<file path="src/rtl/cle_pkg.sv">
// Shared types and character constants for the escape decoder.
package cle_pkg;

    // Character codes used by the decoder and the text-form builder.
    localparam logic [7:0] CH_NUL    = 8'h00;
    localparam logic [7:0] CH_BEL    = 8'h07;
    localparam logic [7:0] CH_BS     = 8'h08;
    localparam logic [7:0] CH_TAB    = 8'h09;
    localparam logic [7:0] CH_LF     = 8'h0A;
    localparam logic [7:0] CH_VT     = 8'h0B;
    localparam logic [7:0] CH_FF     = 8'h0C;
    localparam logic [7:0] CH_CR     = 8'h0D;
    localparam logic [7:0] CH_SPACE  = 8'h20;
    localparam logic [7:0] CH_DQUOTE = 8'h22;
    localparam logic [7:0] CH_SQUOTE = 8'h27;
    localparam logic [7:0] CH_ZERO   = 8'h30;
    localparam logic [7:0] CH_SEVEN  = 8'h37;
    localparam logic [7:0] CH_NINE   = 8'h39;
    localparam logic [7:0] CH_QMARK  = 8'h3F;
    localparam logic [7:0] CH_UP_A   = 8'h41;
    localparam logic [7:0] CH_UP_F   = 8'h46;
    localparam logic [7:0] CH_BSLASH = 8'h5C;
    localparam logic [7:0] CH_LO_A   = 8'h61;
    localparam logic [7:0] CH_LO_B   = 8'h62;
    localparam logic [7:0] CH_LO_F   = 8'h66;
    localparam logic [7:0] CH_LO_N   = 8'h6E;
    localparam logic [7:0] CH_LO_R   = 8'h72;
    localparam logic [7:0] CH_LO_T   = 8'h74;
    localparam logic [7:0] CH_LO_V   = 8'h76;
    localparam logic [7:0] CH_LO_X   = 8'h78;
    localparam logic [7:0] CH_DEL    = 8'h7F;

    // Result status codes.
    typedef enum logic [2:0] {
        ST_OK       = 3'd0,
        ST_NEWLINE  = 3'd1,
        ST_OCT_OVF  = 3'd2,
        ST_HEX_OVF  = 3'd3,
        ST_UNKNOWN  = 3'd4,
        ST_EOF      = 3'd5
    } t_status;

    // Decoder mode.
    typedef enum logic [1:0] {
        MODE_PLAIN = 2'd0,
        MODE_ESC   = 2'd1,
        MODE_OCT   = 2'd2,
        MODE_HEX   = 2'd3
    } t_mode;

    // One input item.
    typedef struct packed {
        logic [7:0] data_byte;
        logic       end_of_input;
        logic [7:0] quote_char;
    } t_in_item;

    // One result item.
    typedef struct packed {
        logic [7:0] out_byte;
        logic [7:0] char_code;
        logic       last_of_char;
        logic       ends_literal;
        logic       newline_returned;
        t_status    status;
    } t_out_item;

    // One finished character, before it is expanded to its text form.
    typedef struct packed {
        logic [7:0] code;
        logic       bare;
        logic       ends;
        logic       nl;
        t_status    status;
    } t_char;

    // All characters that one input item produces, in emission order.
    typedef struct packed {
        t_char      ch1;
        t_char      ch0;
        logic [1:0] count;
    } t_job;

endpackage

</file>
<file path="src/rtl/cle_decode.sv">
// Escape decoder: mode and digit accumulator, and the characters each byte finishes.
module cle_decode
    import cle_pkg::*;
(
    input  logic     i_clk,
    input  logic     i_rst_n,
    input  logic     i_take,
    input  t_in_item i_item,
    output t_job     o_job
);

    t_mode       r_mode, n_mode;
    logic [7:0]  r_acc, n_acc;

    logic [7:0]  w_b;
    logic        w_oct_ok;
    logic        w_dig_ok;
    logic [3:0]  w_dig;
    logic [11:0] w_run;
    logic        w_ovf;
    logic        w_named;
    logic [7:0]  w_named_code;
    logic        w_plain_has;
    t_char       w_plain_ch;

    assign w_b = i_item.data_byte;

    // Digit classification for octal and hex runs.
    assign w_oct_ok = (w_b >= CH_ZERO) && (w_b <= CH_SEVEN);

    always_comb begin
        w_dig_ok = 1'b0;
        w_dig    = w_b[3:0];
        if (r_mode == MODE_HEX) begin
            if ((w_b >= CH_ZERO) && (w_b <= CH_NINE)) begin
                w_dig_ok = 1'b1;
            end else if (((w_b >= CH_LO_A) && (w_b <= CH_LO_F)) ||
                         ((w_b >= CH_UP_A) && (w_b <= CH_UP_F))) begin
                w_dig_ok = 1'b1;
                w_dig    = w_b[3:0] + 4'd9;
            end
        end else begin
            w_dig_ok = w_oct_ok;
        end
    end

    // Accumulated run value; times 16 or 8 is a plain shift.
    assign w_run = (r_mode == MODE_HEX) ? {r_acc, w_dig} : {1'b0, r_acc, w_dig[2:0]};
    assign w_ovf = (w_run[11:8] != 4'd0);

    // Named escape letters.
    always_comb begin
        w_named      = 1'b1;
        w_named_code = CH_NUL;
        case (w_b)
            CH_LO_T:   w_named_code = CH_TAB;
            CH_LO_N:   w_named_code = CH_LF;
            CH_LO_A:   w_named_code = CH_BEL;
            CH_LO_R:   w_named_code = CH_CR;
            CH_LO_F:   w_named_code = CH_FF;
            CH_LO_B:   w_named_code = CH_BS;
            CH_LO_V:   w_named_code = CH_VT;
            CH_BSLASH: w_named_code = CH_BSLASH;
            CH_SQUOTE: w_named_code = CH_SQUOTE;
            CH_DQUOTE: w_named_code = CH_DQUOTE;
            default:   w_named      = 1'b0;
        endcase
    end

    // Character produced by a byte seen in plain mode.
    always_comb begin
        w_plain_has = 1'b1;
        w_plain_ch  = '{code: w_b, bare: 1'b0, ends: 1'b0, nl: 1'b0, status: ST_OK};
        if (w_b == CH_LF) begin
            w_plain_ch = '{code: CH_QMARK, bare: (i_item.quote_char == CH_QMARK),
                           ends: 1'b1, nl: 1'b1, status: ST_NEWLINE};
        end else if (w_b == CH_BSLASH) begin
            w_plain_has = 1'b0;
        end else if (w_b == i_item.quote_char) begin
            w_plain_ch.bare = 1'b1;
            w_plain_ch.ends = 1'b1;
        end
    end

    // Next mode and accumulator.
    always_comb begin
        n_mode = r_mode;
        n_acc  = r_acc;
        if (i_item.end_of_input) begin
            n_mode = MODE_PLAIN;
            n_acc  = 8'd0;
        end else begin
            unique case (r_mode)
                MODE_PLAIN: begin
                    n_mode = (w_b == CH_BSLASH) ? MODE_ESC : MODE_PLAIN;
                end
                MODE_ESC: begin
                    n_mode = MODE_PLAIN;
                    if (!w_named && w_oct_ok) begin
                        n_mode = MODE_OCT;
                        n_acc  = {5'd0, w_b[2:0]};
                    end else if (!w_named && (w_b == CH_LO_X)) begin
                        n_mode = MODE_HEX;
                        n_acc  = 8'd0;
                    end
                end
                MODE_OCT, MODE_HEX: begin
                    if (!w_dig_ok || w_ovf) begin
                        n_acc  = 8'd0;
                        n_mode = (w_b == CH_BSLASH) ? MODE_ESC : MODE_PLAIN;
                    end else begin
                        n_acc = w_run[7:0];
                    end
                end
                default: n_mode = MODE_PLAIN;
            endcase
        end
    end

    // Characters finished by this byte.
    always_comb begin
        o_job       = '0;
        o_job.count = 2'd0;
        if (i_item.end_of_input) begin
            o_job.ch0   = '{code: CH_NUL, bare: 1'b1, ends: 1'b1, nl: 1'b0, status: ST_EOF};
            o_job.count = 2'd1;
        end else begin
            unique case (r_mode)
                MODE_PLAIN: begin
                    o_job.ch0   = w_plain_ch;
                    o_job.count = w_plain_has ? 2'd1 : 2'd0;
                end
                MODE_ESC: begin
                    if (w_named) begin
                        o_job.ch0   = '{code: w_named_code, bare: 1'b0, ends: 1'b0,
                                        nl: 1'b0, status: ST_OK};
                        o_job.count = 2'd1;
                    end else if (!w_oct_ok && (w_b != CH_LO_X)) begin
                        o_job.ch0   = '{code: CH_QMARK, bare: 1'b0, ends: 1'b0,
                                        nl: 1'b0, status: ST_UNKNOWN};
                        o_job.count = 2'd1;
                    end
                end
                MODE_OCT, MODE_HEX: begin
                    if (!w_dig_ok || w_ovf) begin
                        o_job.ch0.code = w_dig_ok ? w_run[7:0] : r_acc;
                        o_job.ch0.bare = 1'b0;
                        o_job.ch0.ends = 1'b0;
                        o_job.ch0.nl   = 1'b0;
                        if (!w_dig_ok) begin
                            o_job.ch0.status = ST_OK;
                        end else if (r_mode == MODE_HEX) begin
                            o_job.ch0.status = ST_HEX_OVF;
                        end else begin
                            o_job.ch0.status = ST_OCT_OVF;
                        end
                        // The ending byte is then seen again in plain mode.
                        o_job.ch1   = w_plain_ch;
                        o_job.count = w_plain_has ? 2'd2 : 2'd1;
                    end
                end
                default: o_job.count = 2'd0;
            endcase
        end
    end

    // State registers advance only on an input transfer.
    always_ff @(posedge i_clk) begin
        if (!i_rst_n) begin
            r_mode <= MODE_PLAIN;
            r_acc  <= 8'd0;
        end else if (i_take) begin
            r_mode <= n_mode;
            r_acc  <= n_acc;
        end
    end

endmodule

</file>
<file path="src/rtl/cle_serial.sv">
// Result buffer that expands each finished character to its text form, one byte per transfer.
module cle_serial
    import cle_pkg::*;
(
    input  logic      i_clk,
    input  logic      i_rst_n,
    input  logic      i_load,
    input  t_job      i_job,
    input  logic      i_out_stall,
    output logic      o_out_valid,
    output t_out_item o_out,
    output logic      o_can_load
);

    typedef struct packed {
        logic [2:0]      len;
        logic [3:0][7:0] bytes;
    } t_form;

    // Canonical text form of one character.
    function automatic t_form form_of(input logic [7:0] code, input logic bare);
        t_form      f;
        logic [7:0] letter;
        letter  = CH_NUL;
        f.len   = 3'd1;
        f.bytes = '0;
        case (code)
            CH_TAB:  letter = CH_LO_T;
            CH_LF:   letter = CH_LO_N;
            CH_CR:   letter = CH_LO_R;
            CH_VT:   letter = CH_LO_V;
            CH_BS:   letter = CH_LO_B;
            CH_FF:   letter = CH_LO_F;
            default: letter = CH_NUL;
        endcase
        if (bare) begin
            f.bytes[0] = code;
        end else if ((code == CH_BSLASH) || (code == CH_SQUOTE) || (code == CH_DQUOTE)) begin
            f.len      = 3'd2;
            f.bytes[0] = CH_BSLASH;
            f.bytes[1] = code;
        end else if ((code >= CH_SPACE) && (code < CH_DEL)) begin
            f.bytes[0] = code;
        end else if (letter != CH_NUL) begin
            f.len      = 3'd2;
            f.bytes[0] = CH_BSLASH;
            f.bytes[1] = letter;
        end else begin
            f.len      = 3'd4;
            f.bytes[0] = CH_BSLASH;
            f.bytes[1] = CH_ZERO | {6'd0, code[7:6]};
            f.bytes[2] = CH_ZERO | {5'd0, code[5:3]};
            f.bytes[3] = CH_ZERO | {5'd0, code[2:0]};
        end
        return f;
    endfunction

    t_char      r_ch0, r_ch1;
    logic [1:0] r_count;
    logic       r_cur;
    logic [1:0] r_idx;

    t_char      w_cur;
    t_form      w_form;
    logic       w_busy;
    logic       w_xfer;
    logic       w_last_byte;
    logic       w_last_char;
    logic       w_done;

    // Current character and its byte position.
    assign w_cur       = r_cur ? r_ch1 : r_ch0;
    assign w_form      = form_of(w_cur.code, w_cur.bare);
    assign w_busy      = (r_count != 2'd0);
    assign w_xfer      = w_busy && !i_out_stall;
    assign w_last_byte = ({1'b0, r_idx} == (w_form.len - 3'd1));
    assign w_last_char = ({1'b0, r_cur} == (r_count - 2'd1));
    assign w_done      = w_xfer && w_last_byte && w_last_char;
    assign o_can_load  = !w_busy || w_done;

    // Result payload comes straight from the buffer registers.
    assign o_out_valid            = w_busy;
    assign o_out.out_byte         = w_form.bytes[r_idx];
    assign o_out.char_code        = w_cur.code;
    assign o_out.last_of_char     = w_last_byte;
    assign o_out.ends_literal     = w_cur.ends;
    assign o_out.newline_returned = w_cur.nl;
    assign o_out.status           = w_cur.status;

    // Character payload needs no reset.
    always_ff @(posedge i_clk) begin
        if (i_load) begin
            r_ch0 <= i_job.ch0;
            r_ch1 <= i_job.ch1;
        end
    end

    // Buffer occupancy and byte pointer.
    always_ff @(posedge i_clk) begin
        if (!i_rst_n) begin
            r_count <= 2'd0;
            r_cur   <= 1'b0;
            r_idx   <= 2'd0;
        end else if (i_load) begin
            r_count <= i_job.count;
            r_cur   <= 1'b0;
            r_idx   <= 2'd0;
        end else if (w_done) begin
            r_count <= 2'd0;
        end else if (w_xfer) begin
            if (w_last_byte) begin
                r_cur <= 1'b1;
                r_idx <= 2'd0;
            end else begin
                r_idx <= r_idx + 2'd1;
            end
        end
    end

endmodule

</file>
<file path="src/rtl/char_literal_escape_decoder.sv">
// Top level of the quoted-literal escape decoder.
//
// Each input transfer carries one raw byte of a literal body (or an end-of-input
// flag) and the quote that ends the literal. The decoder resolves C escapes and
// returns, for each finished character, its code and canonical text form one
// byte per output transfer. An input item is decoded in the cycle it is taken;
// its results (zero to eight bytes) then leave through the result buffer, one
// byte per cycle while the output is not stalled. An item that finishes no
// character (a backslash or a digit inside a run) leaves the buffer empty. The
// next input is taken in the same cycle that the last result byte of the
// previous item transfers, and not before, so the output port sets the rate.
module char_literal_escape_decoder
    import cle_pkg::*;
(
    input  logic      i_clk,
    input  logic      i_rst_n,
    input  logic      i_in_valid,
    output logic      o_in_stall,
    input  t_in_item  i_in,
    output logic      o_out_valid,
    input  logic      i_out_stall,
    output t_out_item o_out
);

    logic w_can_load;
    logic w_accept;
    t_job w_job;

    // Input transfer whenever the result buffer is free or emptying now.
    assign o_in_stall = !w_can_load;
    assign w_accept   = i_in_valid && w_can_load;

    cle_decode u_decode (
        .i_clk   (i_clk),
        .i_rst_n (i_rst_n),
        .i_take  (w_accept),
        .i_item  (i_in),
        .o_job   (w_job)
    );

    cle_serial u_serial (
        .i_clk       (i_clk),
        .i_rst_n     (i_rst_n),
        .i_load      (w_accept),
        .i_job       (w_job),
        .i_out_stall (i_out_stall),
        .o_out_valid (o_out_valid),
        .o_out       (o_out),
        .o_can_load  (w_can_load)
    );

endmodule
</file>
<file path="config.mk">
export PLATFORM = sky130hd
export DESIGN_NAME = char_literal_escape_decoder
export DESIGN_NICKNAME = d
export VERILOG_FILES = /design/src/rtl/cle_pkg.sv /design/src/rtl/cle_decode.sv /design/src/rtl/cle_serial.sv /design/src/rtl/char_literal_escape_decoder.sv
export SDC_FILE = /design/constraint.sdc
export NUM_CORES = 1
export LEC_CHECK = 0
export BUFFER_PORTS_ARGS = -buffer_cell sky130_fd_sc_hd__buf_2
export CAP_MARGIN = 20
export CORE_UTILIZATION = 40
export CTS_BUF_LIST = sky130_fd_sc_hd__clkbuf_8
export CTS_CLUSTER_DIAMETER = 120
export DETAILED_ROUTE_END_ITERATION = 6
export PLACE_DENSITY = 0.64
export SLEW_MARGIN = 10
export SYNTH_ARGS = -nofsm -noshare
export SYNTH_HDL_FRONTEND = slang
export SYNTH_SLANG_ARGS = --single-unit
</file>
<file path="constraint.sdc">
create_clock -name i_clk -period 7.2 [get_ports i_clk]
set_input_delay 1.08 -clock i_clk [delete_from_list [all_inputs] [get_ports i_clk]]
set_output_delay 1.08 -clock i_clk [all_outputs]
set_load 0.1 [all_outputs]
</file>
* Word level (Yosys, flattened, before mapping)
Index checks and enable logic that the tools add are counted.
** Storage, ports and cells
- Input bits :: 21
- Register bits :: 43
- Bits in writable memories :: 0
- Output and inout bits :: 24
- Latch bits :: 0
- Memories kept :: 0
- Bits in read-only memories :: 0
** Cells by class
- Magnitude comparators :: 10
- Shift-type cells :: 0
- Divide/modulo/power cells :: 0
- Bitwise gates (word level) :: 4
- $add $sub $neg :: 4
- Multipliers :: 0
- Equal/unequal tests :: 31
- Reduce and logical (&&, ||, !) cells :: 37
- Muxes and demuxes :: 54
** Operators by type and width (count)
- 8-bit by 7-bit == test with 1-bit output, second input constant :: 10
- 8-bit two-way mux :: 9
- 7-bit one-hot mux with 10 select lines :: 1
- 16-bit two-way mux :: 4
- 8-bit by 4-bit == test with 1-bit output, second input constant :: 7
- 27-bit two-way mux :: 2
- 16-bit one-hot mux with 3 select lines :: 1
- 14-bit two-way mux :: 3
- 7-bit one-hot mux with 6 select lines :: 1
- 8-bit by 6-bit == test with 1-bit output, second input constant :: 5
- 2-bit two-way mux :: 13
- 8-bit binary-select mux with 2-bit select :: 1
- 8-bit by 6-bit greater-or-equal comparator with 1-bit output, second input constant :: 2
- 8-bit by 7-bit greater-or-equal comparator with 1-bit output, second input constant :: 2
- 8-bit by 6-bit less-or-equal comparator with 1-bit output, second input constant :: 2
- 8-bit by 7-bit less-or-equal comparator with 1-bit output, second input constant :: 2
- 4-bit two-way mux :: 4
- 8-bit one-hot mux with 2 select lines :: 1
- 15-bit two-way mux :: 1
- 1-bit logical AND :: 12
- 12-bit two-way mux :: 1
- 10-bit OR reduction :: 1
- 1-bit two-way mux :: 9
- 8-bit == test :: 1
- other kinds (27) :: 45

* Longest topological paths before layout
- Word-level depth :: 15
- Depth in mapped cells :: 16
- Mapped depth without buffers :: 14

* Hierarchy
From an unflattened synthesis, not the netlist that was laid out.
** Second synthesis, totals
- Cell total of the unflattened synthesis :: 427
- Area, all modules :: 3618.5 sq um
** Modules (own cells, without submodules)
- cle_serial :: instances 1, area each 1935.6 sq um, cells each 181
- cle_decode :: instances 1, area each 1672.9 sq um, cells each 244
- char_literal_escape_decoder :: instances 1, area each 10.0 sq um, cells each 2

* Worst setup path after synthesis
Ideal clock, no wire load.
- Path kind :: register to output
- From :: register u_serial.r_cur
- To :: output port o_out[19] (netlist name)
- Data arrival time :: 4.420 ns
- Path slack :: 1.700 ns
- Stages on the path, launching flop included :: 10
- Data required time :: 6.120 ns
- Buffers on the path :: 2
- Cell sequence :: dfxtp_1 buf_6 mux2i_4 inv_2 a211o_1 a21o_4 o31a_1 buf_6 xor2_4 o32ai_1
** RTL lines
- from (decl) :: line cle_serial.sv:60 : logic r_cur;
- from (signal assigned) :: line cle_serial.sv:102 : r_cur <= 1'b0;
- from (signal assigned) :: line cle_serial.sv:106 : r_cur <= 1'b0;
- from (signal assigned) :: line cle_serial.sv:112 : r_cur <= 1'b1;
- to (decl) :: line char_literal_escape_decoder.sv:22 : output t_out_item o_out

* Worst setup path after layout
- From :: register u_serial.r_cur
- To :: output port o_in_stall
** Between the ends
- Cells in the longest elaborated chain, start to end :: 14
- Elaborated cells between the ends (all ways) :: 28
- Those cells by class :: add/sub (1); order compare (2); eq/ne (11); mux (6); reduce/logical (8)
** Ends and longest elaborated chain
- 14-bit two-way mux :: line cle_serial.sv:72 : assign w_cur = r_cur ? r_ch1 : r_ch0;
- 8-bit by 4-bit == test with 1-bit output :: line cle_serial.sv:27 : case (code)
- 7-bit one-hot mux with 6 select lines :: line cle_serial.sv:27
- 8-bit nonzero test :: line cle_serial.sv:44 : end else if (letter != CH_NUL) begin
- 3-bit two-way mux :: line cle_serial.sv:44
- 27-bit two-way mux :: line cle_serial.sv:42 : end else if ((code >= CH_SPACE) && (code < CH_DEL)) begin
- 3-bit two-way mux :: line cle_serial.sv:38 : end else if ((code == CH_BSLASH) || (code == CH_SQUOTE) || (code == CH_DQUOTE)) begin
- 27-bit two-way mux :: line cle_serial.sv:36 : if (bare) begin
- 3-bit by 1-bit subtractor with 3-bit output :: line cle_serial.sv:76 : assign w_last_byte = ({1'b0, r_idx} == (w_form.len - 3'd1));
- 2-bit by 3-bit == test with 1-bit output :: line cle_serial.sv:76
- 1-bit logical AND :: line cle_serial.sv:78 : assign w_done = w_xfer && w_last_byte && w_last_char;
- 1-bit logical AND * :: line cle_serial.sv:78
- 1-bit logical OR * :: line cle_serial.sv:79 : assign o_can_load = !w_busy || w_done;
- 1-bit logical NOT * :: line char_literal_escape_decoder.sv:30 : assign o_in_stall = !w_can_load;
- to (decl) :: line char_literal_escape_decoder.sv:18 : output logic o_in_stall,
Mark *: on every way between the ends. The rest lies on a longest branch, timed or not.

==> results list <==
* Cells after Synth: between 400 and 500
* Share of cells above drive strength 1: a little under a fifth
* Total negative slack: 0 ns
* Result of the run: finished, final reports clean
- Top area cells in the synthesized netlist: sky130_fd_sc_hd__edfxtp_1 21%, sky130_fd_sc_hd__dfxtp_1 8.3%, sky130_fd_sc_hd__nand2_1 4.6%
* Maximum resistive drop on vdd: approximately 0.09 mV
- Along the worst hold path, the cell count comes to 2.
- The worst register-to-register path begins at u_serial.r_cur.
* Final nets: between 400 and 500
- DPL Wire Length: 7.57 mm
- Cells fill between 40% and 50% of the core in the end.
- TritonCTS built the clock tree.
- Most common flop cell mapped by yosys: sky130_fd_sc_hd__edfxtp_1
- Critical path's most frequent cell: sky130_fd_sc_hd__nand3_4
* Area of the die: 9480 um^2
- 45 I/O pins were placed.
- Number of global-route vias before repair: around 3,200
- Storage cell area: between 1000 and 1500 um^2
- The number of antenna diodes in the final layout is 0.
- The synthesized netlist occupies a cell area of approximately 3600 um^2.
* Endpoint of the worst register-to-register path: u_decode.r_mode[1]
- RSZ-0062 raised after global routing: no
- Leakage power of the design: 1.44 nW
- Detailed Route Iter0 Violations: 250
* Commonest non-fill, non-tap cell in the layout: sky130_fd_sc_hd__nand2_1
- Mean routed wirelength per cell: around 17 um
* Count of nets left with antenna violations after detail routing: 0
* PnR Total Power: 0.712 mW
* Wire length of the first global-routing pass: 16.1 mm
- The clock drives 40 sinks.
- Sequential cells were found to cover about 29% of the synthesized design area.
* Row count: 34
* Number of antenna violations at the first check in global routing: 0
- Worst-Margin Slew: ~1.0 ns
- Maximum number of pins on one net before global-route repair: 29
- The synthesized netlist contains 79 unique library cells.
- At the later pin of the worst-skew pair, clock insertion delay measures approximately 0.29 ns.
* Critical path required time: approximately 6 ns
* Arrival time of data at the critical path endpoint: between 4 and 5 ns
- Die Span X: slightly below 100 um
* Relative slew slack: about 32%
- Post-synth top area share: 20.6%
- Iteration count of the initial detailed-routing pass: 5
- When the netlist entered floorplanning its net count stood at 458.
- Number of input and output port buffers inserted: between 40 and 50
- From synthesis to final layout, the design area changed by 9.80%.
- Summed over all instances, the cell type with the most area after synthesis is sky130_fd_sc_hd__edfxtp_1.
- After detailed routing, the total wire length is between 9 and 10 mm.
- Biggest cell delay along the critical path: a little under 1 ns
- Number of warnings reported in the yosys synthesis log: 0
* Cell family with most CP delay: compound AO/OA/AOI/OAI gates
- Share of async-settable or async-resettable flops after synthesis: 0%
- Of the available clock period, the critical path in the final layout requires between 80 and 90%.
* Total of hold buffers inserted after clock tree synthesis: 0
- Resized cells post-CTS: 0
- The total count of max-transition violations in the final report is 0.
* Final count of hold timing violations: 0
- Setup Crit Path Kind: reg2out
* Critical path depth: 14
* Clock H-tree levels: 2
- Number of synthesized register bits: 40
* Max cap viols: 0
- Hold worst-path end: u_serial.r_count[1]
- Via count of the routed design: about 3,400
* Layout Skew: between 0.007 and 0.008 ns
- Final Critical Period: about 6 ns
- Setup slack closes at around 1.2 ns.
- Commonest cells after routing, fill and taps aside: 45 x sky130_fd_sc_hd__nand2_1, 44 x sky130_fd_sc_hd__buf_2, 39 x sky130_fd_sc_hd__nor2_1
* FF-to-FF setup slack: between 1.5 and 2 ns
- Startpoint Class: flop
- Crit path buffers/inverters: 3
- After detailed routing, the number of vias per cell comes to a little over 6.
* Element type at the critical path end: output pin
- Non-filler cells in the finished layout: around 570
- Max Fclk: between 0.15 and 0.2 GHz
- Worst Hold Class: reg2reg
* Cell area power density: between 150 and 200 nW/um^2
* Buffer cell driving the clock tree root: sky130_fd_sc_hd__clkbuf_8
* Worst-path cell chain: and4b_1 > a21oi_1 > a2111oi_1 > o31a_1 > o31ai_1 > ha_1 > inv_1 > o22ai_1 > a311oi_4 > nand3_4 > clkinv_4 > nand3_4 > o21a_1 > buf_2
- The number of clock buffers added by TritonCTS is 5.
- EDFF count, synth: 25
- Max Buffers Root-to-Sink: 2
* Mapped Avg Cell Area: about 8.5 um^2
- Effective utilization at floorplan: roughly two fifths
- Core Region: roughly 8800 um^2
- GRT Resource Usage Total: around a fifth
* Worst reg2reg path depth: 13
* Filler Cell Count: 861
- GPL Wtd Cong: approximately 0.9
- Multi-input logic area: between 2000 and 2500 um^2
- Clock edge transition at the registers on the reported setup and hold paths: around 0.080 ns
- The slowest stage of the critical path belongs to the cell sky130_fd_sc_hd__dfxtp_1.
* Detailed-route DRC error count: 0
- The worst hold path begins at u_serial.r_count[1].
* Placed Instances: 558
- In this run the vertical extent of the chip is roughly 97 um.
- Once the clock tree was built, the setup fixing pass inserted 0 buffers.
- Along the worst path, the maximum fanout reaches 25.
- Worst slack at placement: 1.54 ns
- Total grt overflow: 0
- Setup violations remaining at the end of the flow were counted as 0.
==> layer usage <==
| metal | part of all wire (%) | track usage, % | routed length, um |
|---|---|---|---|
| met1 | 44 | 27.8 | 4330 |
| met2 | 48 | 33.8 | 4740 |
| met3 | 5.9 | 2.37 | 582 |
| met4 | 1.7 | 7.01 | 164 |
| met5 | 0 | 0 | 0 |
==> sequential cells by signal, indices dropped and copies added (netlist names) <==
name,cells
u_decode.r_mode,2
u_decode.r_acc,8
u_serial.r_count,2
u_serial.r_cur,1
u_serial.r_ch0,14
u_serial.r_idx,2
u_serial.r_ch1,11
==> power by group <==
group | total, mW | internal [mW] | switching, mW
Clock | 0.189 | 0.104 | 0.0846
Sequential | 0.269 | 0.256 | 0.0128
Combinational | 0.254 | 0.0570 | 0.197
Total | 0.712 | 0.417 | 0.295
==> cell usage after synthesis, types with 3 or more instances <==
master	count
sky130_fd_sc_hd__o22ai_1	9
sky130_fd_sc_hd__or2_2	4
sky130_fd_sc_hd__a211o_1	4
sky130_fd_sc_hd__and2_1	9
sky130_fd_sc_hd__dfxtp_1	15
sky130_fd_sc_hd__ha_1	7
sky130_fd_sc_hd__xor2_1	12
sky130_fd_sc_hd__nor2b_1	7
sky130_fd_sc_hd__o2bb2ai_1	3
sky130_fd_sc_hd__edfxtp_1	25
sky130_fd_sc_hd__a31oi_1	6
sky130_fd_sc_hd__nand2_1	45
sky130_fd_sc_hd__a21oi_1	17
sky130_fd_sc_hd__nor2_1	39
sky130_fd_sc_hd__o21ai_0	21
sky130_fd_sc_hd__nor4_1	10
sky130_fd_sc_hd__a211oi_1	9
sky130_fd_sc_hd__inv_1	17
sky130_fd_sc_hd__buf_2	5
sky130_fd_sc_hd__o21ai_1	4
sky130_fd_sc_hd__a32o_1	3
sky130_fd_sc_hd__clkbuf_1	14
sky130_fd_sc_hd__o21a_1	5
sky130_fd_sc_hd__xnor2_1	4
sky130_fd_sc_hd__nor3_1	15
sky130_fd_sc_hd__o32ai_1	3
sky130_fd_sc_hd__nand4_1	3
sky130_fd_sc_hd__o21ai_2	3
sky130_fd_sc_hd__o31ai_1	9
sky130_fd_sc_hd__o211ai_1	3
sky130_fd_sc_hd__nand3b_1	3
sky130_fd_sc_hd__nand2b_1	8
sky130_fd_sc_hd__a21o_1	3
sky130_fd_sc_hd__mux2_2	6
sky130_fd_sc_hd__mux2i_1	16
sky130_fd_sc_hd__nand3_1	9
==> logic make-up after synthesis <==
family	Yosys count	synth area share [%]
multiplexers	23	6.87
flip-flops	40	28.9
adder cells (fa/ha/maj)	7	2.41
XOR/XNOR	18	5.36
AND/OR/NAND/NOR	172	25.2
buffers and inverters	46	5.67
AO/OA/AOI/OAI	124	25.6
==> stage by stage <==
stage / cell area (um^2) / hold WS (ns)
after floorplan: 3640 / 0.446
after global placement: 3880 / 0.464
after detailed placement: 3880 / 0.461
after CTS: 4000 / 0.472
after global routing: 4000 / 0.491
final: 4000 / 0.473
==> worst register-to-register path, stage by stage (launching register included) <==
cell	delay [ns]
sky130_fd_sc_hd__dfxtp_1	0.99
sky130_fd_sc_hd__and4b_1	0.30
sky130_fd_sc_hd__a21oi_1	0.06
sky130_fd_sc_hd__a2111oi_1	0.75
sky130_fd_sc_hd__o31a_1	0.65
sky130_fd_sc_hd__o31ai_1	0.22
sky130_fd_sc_hd__ha_1	0.34
sky130_fd_sc_hd__xor2_1	0.30
sky130_fd_sc_hd__nand3b_1	0.11
sky130_fd_sc_hd__nor2_1	0.20
sky130_fd_sc_hd__nand2_1	0.16
sky130_fd_sc_hd__o21ai_4	0.70
sky130_fd_sc_hd__nand2_1	0.17
sky130_fd_sc_hd__o31ai_1	0.31
==> cell type report <==
type                            count  area share [%]
Clock inverter                      3            1.19
Sequential cell                    40            26.3
Multi-Input combinational cell    344            59.6
Timing Repair Buffer               45            5.70
Clock buffer                        5            1.72
Inverter                           21            2.10
Tap cell                          108            3.38
==> worst max-delay path by stage <==
stage	end	slack [ns]	startpoint
after floorplan	o_out[19]	1.70	u_serial.r_cur
after global placement	o_in_stall	1.72	u_serial.r_cur
after CTS	o_in_stall	1.18	u_serial.r_cur
after global routing	o_in_stall	0.90	u_serial.r_cur
final	o_in_stall	1.19	u_serial.r_cur
after detailed placement	o_in_stall	1.54	u_serial.r_cur
(Power assumes the default switching activity.)
